==> src/sv/dtv_pkg.sv <==
// ---------------------------------------------------------------------------
// dtv_pkg
// Types, constants and record-type helpers for the discovery reply validator.
// ---------------------------------------------------------------------------
package dtv_pkg;

    localparam int MAX_PACKET_BYTES_DEF = 4096;
    localparam int MAX_TEXT_CHARS_DEF   = 255;

    localparam int SEEN_W = 10;

    typedef enum logic [2:0] {
        PH_HEADER  = 3'd0,
        PH_TYPE    = 3'd1,
        PH_SIZE_HI = 3'd2,
        PH_SIZE_LO = 3'd3,
        PH_VALUE   = 3'd4
    } phase_t;

    typedef struct packed {
        logic valid;
        logic is_match;
    } res_t;

    localparam logic [7:0] HDR_VERSION = 8'd1;
    localparam logic [7:0] HDR_ZERO    = 8'd0;

    localparam logic [7:0] TYPE_MAC     = 8'd1;
    localparam logic [7:0] TYPE_MAC_EXT = 8'd2;
    localparam logic [7:0] TYPE_ADDR_A  = 8'd10;
    localparam logic [7:0] TYPE_ADDR_B  = 8'd15;
    localparam logic [7:0] TYPE_TXT_3   = 8'd3;
    localparam logic [7:0] TYPE_TXT_11  = 8'd11;
    localparam logic [7:0] TYPE_TXT_12  = 8'd12;
    localparam logic [7:0] TYPE_TXT_13  = 8'd13;
    localparam logic [7:0] TYPE_TXT_20  = 8'd20;
    localparam logic [7:0] TYPE_TXT_21  = 8'd21;
    localparam logic [7:0] TYPE_TXT_22  = 8'd22;

    localparam logic [15:0] MAC_SIZE     = 16'd6;
    localparam logic [15:0] MAC_EXT_SIZE = 16'd10;
    localparam logic [15:0] ADDR_SIZE    = 16'd4;
    localparam logic [15:0] MAC_BYTES    = 16'd6;
    localparam logic [15:0] MAC_LAST_IDX = 16'd5;

    localparam logic [7:0] PRINT_LO = 8'd32;
    localparam logic [7:0] PRINT_HI = 8'd126;

    localparam logic [3:0] ONCE_NONE = 4'd15;

    function automatic logic [3:0] once_bit(input logic [7:0] t);
        logic [3:0] r;
        unique case (t)
            TYPE_MAC:    r = 4'd0;
            TYPE_ADDR_A: r = 4'd1;
            TYPE_ADDR_B: r = 4'd2;
            TYPE_TXT_3:  r = 4'd3;
            TYPE_TXT_11: r = 4'd4;
            TYPE_TXT_12: r = 4'd5;
            TYPE_TXT_13: r = 4'd6;
            TYPE_TXT_20: r = 4'd7;
            TYPE_TXT_21: r = 4'd8;
            TYPE_TXT_22: r = 4'd9;
            default:     r = ONCE_NONE;
        endcase
        return r;
    endfunction

    function automatic logic is_text(input logic [7:0] t);
        return (t == TYPE_TXT_3) || (t == TYPE_TXT_11) || (t == TYPE_TXT_12) ||
               (t == TYPE_TXT_13) || (t == TYPE_TXT_20) || (t == TYPE_TXT_21) ||
               (t == TYPE_TXT_22);
    endfunction

    function automatic logic is_identity(input logic [7:0] t);
        return (t == TYPE_TXT_3) || (t == TYPE_TXT_12) || (t == TYPE_TXT_20) ||
               (t == TYPE_TXT_21);
    endfunction

    function automatic logic printable(input logic [7:0] b);
        return (b >= PRINT_LO) && (b <= PRINT_HI);
    endfunction

endpackage

==> src/sv/discovery_reply_tlv_validator.sv <==
// ---------------------------------------------------------------------------
// discovery_reply_tlv_validator
// Streams a discovery reply byte by byte and reports whether it is a
// well-formed reply carrying a MAC and an identity text.
// ---------------------------------------------------------------------------
//  channel | ports                           | dir
//  --------+---------------------------------+-----
//  input   | s_valid s_ready s_data_byte      | in
//          | s_last_byte                      |
//  result  | m_valid m_ready m_is_match       | out
//
//  One byte per cycle while s_ready is high; the parser state updates in the accepting cycle.
//  The verdict for a packet is pushed into the result buffer when its last byte is accepted.
//  Reset is synchronous, active low, and empties the result buffer.
//  Two verdicts may be buffered; s_ready drops only when both wait.
// ---------------------------------------------------------------------------
module discovery_reply_tlv_validator #(
    parameter int MAX_PACKET_BYTES = dtv_pkg::MAX_PACKET_BYTES_DEF,
    parameter int MAX_TEXT_CHARS   = dtv_pkg::MAX_TEXT_CHARS_DEF
) (
    input  logic       aclk,
    input  logic       aresetn,
    input  logic       s_valid,
    output logic       s_ready,
    input  logic [7:0] s_data_byte,
    input  logic       s_last_byte,
    output logic       m_valid,
    input  logic       m_ready,
    output logic       m_is_match
);

    dtv_pkg::res_t res;
    logic          in_fire;

    assign in_fire = s_valid && s_ready;

    dtv_parser #(
        .MAX_PACKET_BYTES (MAX_PACKET_BYTES),
        .MAX_TEXT_CHARS   (MAX_TEXT_CHARS)
    ) u_parser (
        .aclk      (aclk),
        .aresetn   (aresetn),
        .in_fire   (in_fire),
        .data_byte (s_data_byte),
        .last_byte (s_last_byte),
        .res       (res)
    );

    dtv_res_buf u_res_buf (
        .aclk       (aclk),
        .aresetn    (aresetn),
        .push       (res),
        .can_push   (s_ready),
        .m_valid    (m_valid),
        .m_ready    (m_ready),
        .m_is_match (m_is_match)
    );

    a_last_gives_result: assert property (@(posedge aclk) disable iff (!aresetn)
        (in_fire && s_last_byte) |=> m_valid)
        else $error("no result after last byte");

    a_stall_only_when_full: assert property (@(posedge aclk) disable iff (!aresetn)
        !s_ready |-> m_valid)
        else $error("input stalled with empty result buffer");

    a_reset_empties: assert property (@(posedge aclk)
        !aresetn |=> !m_valid)
        else $error("result pending after reset");

endmodule

==> src/sv/dtv_parser.sv <==
// ---------------------------------------------------------------------------
// dtv_parser
// Per-byte header and record checker; gives a verdict on the last byte.
// ---------------------------------------------------------------------------
module dtv_parser #(
    parameter int MAX_PACKET_BYTES = dtv_pkg::MAX_PACKET_BYTES_DEF,
    parameter int MAX_TEXT_CHARS   = dtv_pkg::MAX_TEXT_CHARS_DEF
) (
    input  logic          aclk,
    input  logic          aresetn,
    input  logic          in_fire,
    input  logic [7:0]    data_byte,
    input  logic          last_byte,
    output dtv_pkg::res_t res
);

    localparam int CNT_W = $clog2(MAX_PACKET_BYTES + 2);
    localparam int CMP_W = (CNT_W > 17) ? CNT_W : 17;

    logic [CNT_W-1:0]           cnt_reg, cnt_next;
    logic [15:0]                decl_reg, decl_next;
    dtv_pkg::phase_t            phase_reg, phase_next;
    logic [7:0]                 type_reg, type_next;
    logic [15:0]                size_reg, size_next;
    logic [15:0]                idx_reg, idx_next;
    logic [7:0]                 bits_reg, bits_next;
    logic [dtv_pkg::SEEN_W-1:0] seen_reg, seen_next;
    logic                       rej_reg, rej_next;
    logic                       long_reg, long_next;
    logic                       addr_reg, addr_next;
    logic                       ident_reg, ident_next;

    logic [3:0]  ob;
    logic [15:0] full_size;
    logic [15:0] chars;
    logic [7:0]  or_bits;

    always_comb begin
        cnt_next   = cnt_reg;
        decl_next  = decl_reg;
        phase_next = phase_reg;
        type_next  = type_reg;
        size_next  = size_reg;
        idx_next   = idx_reg;
        bits_next  = bits_reg;
        seen_next  = seen_reg;
        rej_next   = rej_reg;
        long_next  = long_reg;
        addr_next  = addr_reg;
        ident_next = ident_reg;
        ob         = dtv_pkg::once_bit(data_byte);
        full_size  = {size_reg[15:8], data_byte};
        chars      = size_reg;
        or_bits    = bits_reg | data_byte;

        if (cnt_reg <= CNT_W'(MAX_PACKET_BYTES)) begin
            cnt_next = cnt_reg + CNT_W'(1);
        end
        if (cnt_next > CNT_W'(MAX_PACKET_BYTES)) begin
            long_next = 1'b1;
        end

        if (!rej_reg && !long_next) begin
            unique case (phase_reg)
                dtv_pkg::PH_HEADER: begin
                    if (cnt_next == CNT_W'(1) && data_byte != dtv_pkg::HDR_VERSION)
                        rej_next = 1'b1;
                    else if (cnt_next == CNT_W'(2) && data_byte != dtv_pkg::HDR_ZERO)
                        rej_next = 1'b1;
                    else if (cnt_next == CNT_W'(3))
                        decl_next = {data_byte, 8'd0};
                    else if (cnt_next == CNT_W'(4)) begin
                        decl_next  = {decl_reg[15:8], data_byte};
                        phase_next = dtv_pkg::PH_TYPE;
                    end
                end
                dtv_pkg::PH_TYPE: begin
                    type_next = data_byte;
                    if (ob != dtv_pkg::ONCE_NONE) begin
                        if (seen_reg[ob]) rej_next = 1'b1;
                        seen_next[ob] = 1'b1;
                    end
                    phase_next = dtv_pkg::PH_SIZE_HI;
                end
                dtv_pkg::PH_SIZE_HI: begin
                    size_next  = {data_byte, 8'd0};
                    phase_next = dtv_pkg::PH_SIZE_LO;
                end
                dtv_pkg::PH_SIZE_LO: begin
                    size_next = full_size;
                    if (type_reg == dtv_pkg::TYPE_MAC) begin
                        if (full_size != dtv_pkg::MAC_SIZE) rej_next = 1'b1;
                    end else if (type_reg == dtv_pkg::TYPE_MAC_EXT) begin
                        if (full_size != dtv_pkg::MAC_EXT_SIZE) rej_next = 1'b1;
                    end else if (type_reg == dtv_pkg::TYPE_ADDR_A ||
                                 type_reg == dtv_pkg::TYPE_ADDR_B) begin
                        if (full_size != dtv_pkg::ADDR_SIZE) rej_next = 1'b1;
                    end
                    idx_next   = '0;
                    bits_next  = '0;
                    phase_next = (full_size == 16'd0) ? dtv_pkg::PH_TYPE : dtv_pkg::PH_VALUE;
                end
                dtv_pkg::PH_VALUE: begin
                    if (type_reg == dtv_pkg::TYPE_MAC || type_reg == dtv_pkg::TYPE_MAC_EXT) begin
                        if (idx_reg < dtv_pkg::MAC_BYTES) begin
                            if (idx_reg == 16'd0 && data_byte[0]) rej_next = 1'b1;
                            bits_next = or_bits;
                            if (idx_reg == dtv_pkg::MAC_LAST_IDX) begin
                                if (or_bits == 8'd0) rej_next = 1'b1;
                                else addr_next = 1'b1;
                            end
                        end
                    end else if (dtv_pkg::is_text(type_reg)) begin
                        if ({1'b0, idx_reg} + 17'd1 < {1'b0, size_reg}) begin
                            if (!dtv_pkg::printable(data_byte)) rej_next = 1'b1;
                        end else begin
                            if (data_byte == 8'd0) chars = size_reg - 16'd1;
                            else if (!dtv_pkg::printable(data_byte)) rej_next = 1'b1;
                            if ({1'b0, chars} > 17'(MAX_TEXT_CHARS)) rej_next = 1'b1;
                        end
                        if (idx_reg == 16'd0 && data_byte != 8'd0 &&
                            dtv_pkg::is_identity(type_reg)) begin
                            ident_next = 1'b1;
                        end
                    end
                    idx_next = idx_reg + 16'd1;
                    if (idx_next >= size_reg) phase_next = dtv_pkg::PH_TYPE;
                end
                default: rej_next = 1'b1;
            endcase
        end

        res.valid    = in_fire && last_byte;
        res.is_match = !rej_next && !long_next && phase_next == dtv_pkg::PH_TYPE &&
                       CMP_W'(cnt_next) == CMP_W'(decl_next) + CMP_W'(4) &&
                       addr_next && ident_next;
    end

    always_ff @(posedge aclk) begin
        if (!aresetn || (in_fire && last_byte)) begin
            cnt_reg   <= '0;
            decl_reg  <= '0;
            phase_reg <= dtv_pkg::PH_HEADER;
            type_reg  <= '0;
            size_reg  <= '0;
            idx_reg   <= '0;
            bits_reg  <= '0;
            seen_reg  <= '0;
            rej_reg   <= 1'b0;
            long_reg  <= 1'b0;
            addr_reg  <= 1'b0;
            ident_reg <= 1'b0;
        end else if (in_fire) begin
            cnt_reg   <= cnt_next;
            decl_reg  <= decl_next;
            phase_reg <= phase_next;
            type_reg  <= type_next;
            size_reg  <= size_next;
            idx_reg   <= idx_next;
            bits_reg  <= bits_next;
            seen_reg  <= seen_next;
            rej_reg   <= rej_next;
            long_reg  <= long_next;
            addr_reg  <= addr_next;
            ident_reg <= ident_next;
        end
    end

endmodule

==> src/sv/dtv_res_buf.sv <==
// ---------------------------------------------------------------------------
// dtv_res_buf
// Two-entry result buffer; input keeps flowing while one verdict waits.
// ---------------------------------------------------------------------------
module dtv_res_buf (
    input  logic          aclk,
    input  logic          aresetn,
    input  dtv_pkg::res_t push,
    output logic          can_push,
    output logic          m_valid,
    input  logic          m_ready,
    output logic          m_is_match
);

    logic       data_reg [2];
    logic       wr_reg, wr_next;
    logic       rd_reg, rd_next;
    logic [1:0] cnt_reg, cnt_next;
    logic       pop;

    assign can_push   = (cnt_reg != 2'd2);
    assign m_valid    = (cnt_reg != 2'd0);
    assign m_is_match = data_reg[rd_reg];
    assign pop        = m_valid && m_ready;

    always_comb begin
        wr_next  = push.valid ? ~wr_reg : wr_reg;
        rd_next  = pop ? ~rd_reg : rd_reg;
        cnt_next = cnt_reg + {1'b0, push.valid} - {1'b0, pop};
    end

    always_ff @(posedge aclk) begin
        if (push.valid) begin
            data_reg[wr_reg] <= push.is_match;
        end
    end

    always_ff @(posedge aclk) begin
        if (!aresetn) begin
            wr_reg  <= 1'b0;
            rd_reg  <= 1'b0;
            cnt_reg <= 2'd0;
        end else begin
            wr_reg  <= wr_next;
            rd_reg  <= rd_next;
            cnt_reg <= cnt_next;
        end
    end

endmodule
==> config.mk <==
export PLATFORM = sky130hd
export DESIGN_NAME = discovery_reply_tlv_validator
export DESIGN_NICKNAME = d
export VERILOG_FILES = /design/src/sv/dtv_pkg.sv /design/src/sv/discovery_reply_tlv_validator.sv /design/src/sv/dtv_parser.sv /design/src/sv/dtv_res_buf.sv
export SDC_FILE = /design/constraint.sdc
export NUM_CORES = 1
export LEC_CHECK = 0
export BUFFER_PORTS_ARGS = -buffer_cell sky130_fd_sc_hd__buf_2
export CORE_UTILIZATION = 55
export CTS_CLUSTER_DIAMETER = 120
export DETAILED_ROUTE_END_ITERATION = 7
export PLACE_DENSITY = 0.71
export SLEW_MARGIN = 20
export SYNTH_ARGS = -nofsm -noshare
export SYNTH_HDL_FRONTEND = slang
export SYNTH_SLANG_ARGS = --single-unit
==> constraint.sdc <==
create_clock -name aclk -period 6 [get_ports aclk]
set_clock_uncertainty 0.1 [all_clocks]
set_input_delay 0.9 -clock aclk [delete_from_list [all_inputs] [get_ports aclk]]
set_output_delay 0.9 -clock aclk [all_outputs]
set_load 0.01 [all_outputs]
==> Word-level counts from Yosys, hierarchy flattened <==
Memory sizes are Yosys's and may differ from the RTL's. A register that Yosys moved wholly into a read port is not among the register bits.
Cells that the tools add are included.
Widths: inputs -> output; s select.
{ "classes": {"addsub": 7, "order_cmp": 10, "n_eq_ne": 30, "mux": 69, "n_bitwise": 5, "n_reduce_logical": 48} }
{ "ops": {"columns": ["operator", "n"], "rows": [
  ["$mux 16", 11],
  ["$pmux 16 s2", 2],
  ["$eq 8x4->1 const B", 5],
  ["$mux 1", 39],
  ["$logic_not 16->1", 2],
  ["$ne 16x3->1 const B", 2],
  ["$eq 13x2->1 const B", 2],
  ["$eq 8x5->1 const B", 3],
  ["$mux 8", 3],
  ["$mux 3", 7],
  ["$add 16x1->17 const B", 1],
  ["$add 16x3->17 const B", 1],
  ["$eq 13x17->1", 1],
  ["$lt 17x16->1", 1],
  ["$add 16x1->16 const B", 1],
  ["$eq 16x3->1 const B", 1],
  ["$eq 8x2->1 const B", 2],
  ["$ge 16x16->1", 1],
  ["$gt 16x8->1 const B", 1],
  ["$logic_and 1x1->1", 16],
  ["$logic_not 8->1", 2],
  ["$lt 16x3->1 const B", 1],
  ["$ne 16x4->1 const B", 1],
  ["$pmux 8 s2", 1],
  ["other kinds (37)", 62]
]} }
{ "word_totals": {"regBits": 98, "mem_bits_rw": 2, "romBits": 128, "in_bits": 13, "output_inout_bits": 3, "elab_cells": 187, "n_memories": 2} }
{ "memory_table": {"columns": ["memory", "words", "word_bits", "rd", "rd_ports_with_merged_regs", "write_ports", "line_no", "source"], "rows": [
  ["(name not given)", 32, 4, 1, 0, 0, "dtv_pkg.sv:53", "unique case (t)"],
  ["u_res_buf.data_reg", 2, 1, 1, 1, 1, "dtv_res_buf.sv:15", "logic data_reg [2];"]
]} }

==> Depth between registers and ports, before layout <==
{ "depth": {"depth_word": 24, "mapped_depth": 20, "mapped_depth_nobuf": 18} }

==> Cells and area by module <==
A second synthesis with hierarchy kept.
{ "unflattened": {"cells_unflattened": 938, "hier_area_um2": 7154.4} }
{ "by_module_without_submodules": {"columns": ["mod", "n_inst", "cells_each", "area_per_inst_um2", "seq_area_each_um2"], "rows": [
  ["dtv_parser", 1, 911, 6831.6, 1881.8],
  ["dtv_res_buf", 1, 26, 316.6, 160.2],
  ["discovery_reply_tlv_validator", 1, 1, 6.3, 0.0]
]} }

==> Least setup slack after synthesis <==
Ideal clock, no wire load.
{ "synth_path": {"kind": "flip-flop to flip-flop", "startpoint": "register u_parser.cnt_reg[0]", "endpoint": "memory u_res_buf.data_reg[0], data pin", "setup_time_ps": 203, "t_arrival_ps": 4318, "required_time_ps": 5697, "path_slack_ps": 1379, "stages_incl_launch_ff": 19, "n_path_buf": 2, "synth_period_minus_slack_ps": 4621, "path_cell_list": "dfxtp_1 > clkbuf_1 > inv_1 > ha_1 > or3b_1 > o31ai_4 > mux2i_1 > a22oi_1 > or4b_1 > clkbuf_1 > a21o_1 > ha_1 > xnor2_1 > xnor2_1 > nand3_1 > or3_1 > nor4_1 > nand4_1 > a2111oi_2"} }
{ "synth_lines": {"columns": ["item", "line_no", "source"], "rows": [
  ["from (decl)", "dtv_parser.sv:20", "logic [CNT_W-1:0] cnt_reg, cnt_next;"],
  ["from (signal assigned)", "dtv_parser.sv:154", "cnt_reg <= cnt_next;"],
  ["to (decl)", "dtv_res_buf.sv:15", null]
]} }

==> results.cfg <==
[outcome]
outcome = complete, no violations

[timing]
max-slew-margin-rel_pct = 31.81
tightestPinTransition_ns = 1.015
timing.final.max_slew_violations = 0
final-hold-violation-count = 0
setup_repair_after_global_routing_missed_its_margin = false
finalWorstSetupSlack_ns = 0.9088
final-setup-viol-count = 0
setup-tns-final_ns = 0
min_period_over_period_pct = 84.85
maxClockFrequency_mhz = 196.4
final_period_minus_worst_setup_slack_ns = 5.091

[logic_synthesis]
synth_top_flop_cell = sky130_fd_sc_hd__dfxtp_1
yosysWarningCount = 0
synth_top_area_share_pct = 28.27
syn_avg_cell_area_um2 = 7.679
asyncSetResetFlopFracSynth_pct = 0
synth_area_leaders = sky130_fd_sc_hd__dfxtp_1 (28%), sky130_fd_sc_hd__nor2_1 (7.1%), sky130_fd_sc_hd__ha_1 (5.5%)
postSynthRegisterBits = 101
netlist_instances = 913
yosysTopAreaCell = sky130_fd_sc_hd__dfxtp_1
share_of_synthesized_area_occupied_by_flip_flops_and_latches_pct = 29.13
yosys.cell_types.count = 79
synth_nets = 957
post_synth_instance_area_mm2 = 0.007010
synth-edff-count = 2

[power_and_ir_drop]
sw_frac_of_total_pct = 35.02
total_power_w = 0.001936
power.net_switching_w = 0.0006779
power.share.clock_pct = 31.8
worst_ir_drop_vdd_uv = 204.2
power-per-cell-area_mw_per_mm2 = 261.9
p_int_w = 0.001258
power.combinational.fraction_pct = 29.3
p_leak_nw = 2.758
power_frac_seq_pct = 38.8

[floorplan]
floorplan.die.height_um = 114.9
initial_utilization_pct = 57.41
area_enclosed_by_the_die_boundary_mm2 = 0.01320
floorplan.die.width_um = 114.9
boundaryPins = 16
core_mm2 = 0.01221
placement_rows = 40

[setup_path]
path_depth_of_the_worst_reg2reg_path = 16
worst_ep_required_time_ns = 6.05
endpoint_type_of_the_worst_setup_path = register
worst-endpoint-arrival_ns = 5.15
critical_path_class = reg2reg
timing.critical_path.from_type = register
max_fanout_on_critical_path = 13

[clock_network]
cts-root-buf = sky130_fd_sc_hd__clkbuf_16
cts.clk_slew.worst_paths_ns = 0.08
tritoncts_num_sinks = 101
cts_repair_resize_count = 0
cts_max_path_bufs = 2
cts_max_level = 3
cts_tree = yes
cts_buffers = 9
clock_insertion_delay_worst_skew_ns = 0.36
cts_setup_buffers = 0
cts_hold_buffers = 0

[routing]
finalWirelength_um = 18370
ant_nets = 0
via_per_inst = 6.166
num_vias = 6524
detail_route.iter0.violations = 486
drc = 0
detail_route.first_pass.iterations = 5
wl_per_cell_um = 17.36

[placement]
dp_worst_setup_slack_ns = 0.9530
place_area_mm2 = 0.007088
gp_congestion = 0.9250
place.detailed.hpwl_um = 13390
dpl.cell_count = 1042
io_buffer_count = 15

[global_routing]
grt_max_degree = 37
gr-usage-met2_pct = 47.35
globalRouteOverflowTotal = 0
groute.layer.met1.usage_pct = 40.24
global_route.usage.met3_pct = 4.955
grt_most_used_layer = met2
initial_antenna_violation_count = 0
gr-usage-all-layers_pct = 29.55
grt_pass1_wl_um = 30550
grt_pass1_vias = 6142

[final_layout]
finalNetCount = 929
drive_gt1_share_pct = 7.416
layout-area-overhead-vs-synth_pct = 5.426
num-fill-cells = 1158
insertedDiodeCount = 0
final_cells = 1058
final_cell_area_mm2 = 0.007391

[run]
max-cap-violations = 0

[hold_path]
min_path_cells = 2
hold_path.class = reg2reg
## cells in the final DEF (no fill, tap or decap), types with 6 or more instances in the layout
master                      netlist  routed
sky130_fd_sc_hd__nand4_1         15      15
sky130_fd_sc_hd__a211oi_1        13      13
sky130_fd_sc_hd__xor2_1          20      20
sky130_fd_sc_hd__and2_1           7       7
sky130_fd_sc_hd__dfxtp_1         99      99
sky130_fd_sc_hd__nand2_1         76      75
sky130_fd_sc_hd__or3_1           16      16
sky130_fd_sc_hd__nor3_1          20      19
sky130_fd_sc_hd__clkbuf_16        0       9
sky130_fd_sc_hd__mux2i_1         27      27
sky130_fd_sc_hd__nand3b_1        12      12
sky130_fd_sc_hd__o211ai_1         6       6
sky130_fd_sc_hd__nand3_1         37      37
sky130_fd_sc_hd__o21a_1           7       7
sky130_fd_sc_hd__nor4_1          15      15
sky130_fd_sc_hd__inv_1           34      34
sky130_fd_sc_hd__a21oi_1         77      77
sky130_fd_sc_hd__a31oi_1          7       7
sky130_fd_sc_hd__xnor2_1         42      42
sky130_fd_sc_hd__o21ai_0         35      35
sky130_fd_sc_hd__and3_1          17      17
sky130_fd_sc_hd__buf_2            7      15
sky130_fd_sc_hd__nand2b_1        11      11
sky130_fd_sc_hd__ha_1            31      31
sky130_fd_sc_hd__nor2_1         133     133
## metal layers
metal	share of wire [%]	vias to the layer above	wire length (um)
li1	-	3177	-
met1	46	3100	8416
met2	45	215	8354
met3	6.8	32	1249
met4	1.9	0	350
met5	0	-	0
## worst max-delay path, stage by stage (launching register included)
cell and delay, ns:
sky130_fd_sc_hd__dfxtp_1 0.44, sky130_fd_sc_hd__inv_1 0.21, sky130_fd_sc_hd__ha_1 0.19, sky130_fd_sc_hd__or3b_1 0.43, sky130_fd_sc_hd__o31ai_4 0.49, sky130_fd_sc_hd__a22o_4 0.19
sky130_fd_sc_hd__a31oi_4 0.13, sky130_fd_sc_hd__or4b_1 0.70, sky130_fd_sc_hd__a21o_1 0.29, sky130_fd_sc_hd__ha_1 0.30, sky130_fd_sc_hd__xnor2_1 0.17, sky130_fd_sc_hd__xnor2_1 0.15
sky130_fd_sc_hd__nand3_1 0.08, sky130_fd_sc_hd__or3_1 0.30, sky130_fd_sc_hd__nor4_1 0.19, sky130_fd_sc_hd__nand4_1 0.21, sky130_fd_sc_hd__a2111oi_2 0.31
## worst paths after layout
check                                     from                                end  slack (ns)
max           u_parser.cnt_reg[0]$_SDFFE_PP0P_    u_res_buf.data_reg[1]$_DFFE_PP_        0.91
min          u_parser.size_reg[7]$_SDFFE_PP0P_  u_parser.size_reg[7]$_SDFFE_PP0P_        0.36
max reg2reg   u_parser.cnt_reg[0]$_SDFFE_PP0P_    u_res_buf.data_reg[1]$_DFFE_PP_        0.91
min reg2reg  u_parser.size_reg[7]$_SDFFE_PP0P_  u_parser.size_reg[7]$_SDFFE_PP0P_        0.36
## synthesized netlist by cell type, types with 7 or more instances
| cell type | n |
|---|---|
| sky130_fd_sc_hd__a21oi_1 | 77 |
| sky130_fd_sc_hd__o21a_1 | 7 |
| sky130_fd_sc_hd__nand3_1 | 37 |
| sky130_fd_sc_hd__mux2i_1 | 27 |
| sky130_fd_sc_hd__xor2_1 | 20 |
| sky130_fd_sc_hd__nor3_1 | 20 |
| sky130_fd_sc_hd__nand4_1 | 15 |
| sky130_fd_sc_hd__nand2_1 | 76 |
| sky130_fd_sc_hd__dfxtp_1 | 99 |
| sky130_fd_sc_hd__nor2_1 | 133 |
| sky130_fd_sc_hd__ha_1 | 31 |
| sky130_fd_sc_hd__nand3b_1 | 12 |
| sky130_fd_sc_hd__a211oi_1 | 13 |
| sky130_fd_sc_hd__buf_2 | 7 |
| sky130_fd_sc_hd__nor4_1 | 15 |
| sky130_fd_sc_hd__clkbuf_1 | 43 |
| sky130_fd_sc_hd__and3_1 | 17 |
| sky130_fd_sc_hd__a31oi_1 | 7 |
| sky130_fd_sc_hd__o21ai_0 | 35 |
| sky130_fd_sc_hd__nand2b_1 | 11 |
| sky130_fd_sc_hd__and2_1 | 7 |
| sky130_fd_sc_hd__inv_1 | 34 |
| sky130_fd_sc_hd__or3_1 | 16 |
| sky130_fd_sc_hd__xnor2_1 | 42 |
## area by class of cell
type	count	area [um^2]	area share [%]
clock inverter	6	73.82	0.9988
inverter	34	127.6	1.727
clock buffer	10	229.0	3.098
multi-input combinational	719	4596	62.18
timing repair buffer	20	112.6	1.524
sequential	101	2042	27.63
tap	168	210.2	2.844
## cells by family (layout without fill, tap and decap cells)
| group | Yosys count | in the layout | share of synthesized area (%) |
|---|---|---|---|
| AOI/OAI and AO/OA | 198 | 198 | 18.67 |
| and+or+nand+nor | 393 | 393 | 28.00 |
| muxes | 35 | 35 | 5.497 |
| DFF | 101 | 101 | 29.13 |
| adders and majority gates | 31 | 31 | 5.533 |
| buffers and inverters | 93 | 70 | 5.425 |
| xor gates and xnor gates | 62 | 62 | 7.746 |
## power by group through the flow
stage                     Sequential (W)  Clock, W  Combinational, W
final                           0.000752  0.000616          0.000568
after global routing            0.000756  0.000645          0.000621
after CTS                       0.000751  0.000624          0.000561
after detailed placement        0.000766         0          0.000557
after global placement          0.000764         0          0.000545
after floorplan                 0.000740         0          0.000455
## metrics by stage
step	util, %	hold slack [ns]
final	60.52	0.3567
after global routing	60.52	0.3863
after CTS	60.52	0.3559
after detailed placement	58.04	0.3453
after global placement	58.04	0.3420
after floorplan	-	0.3281
Power figures use the tool's default switching activity.
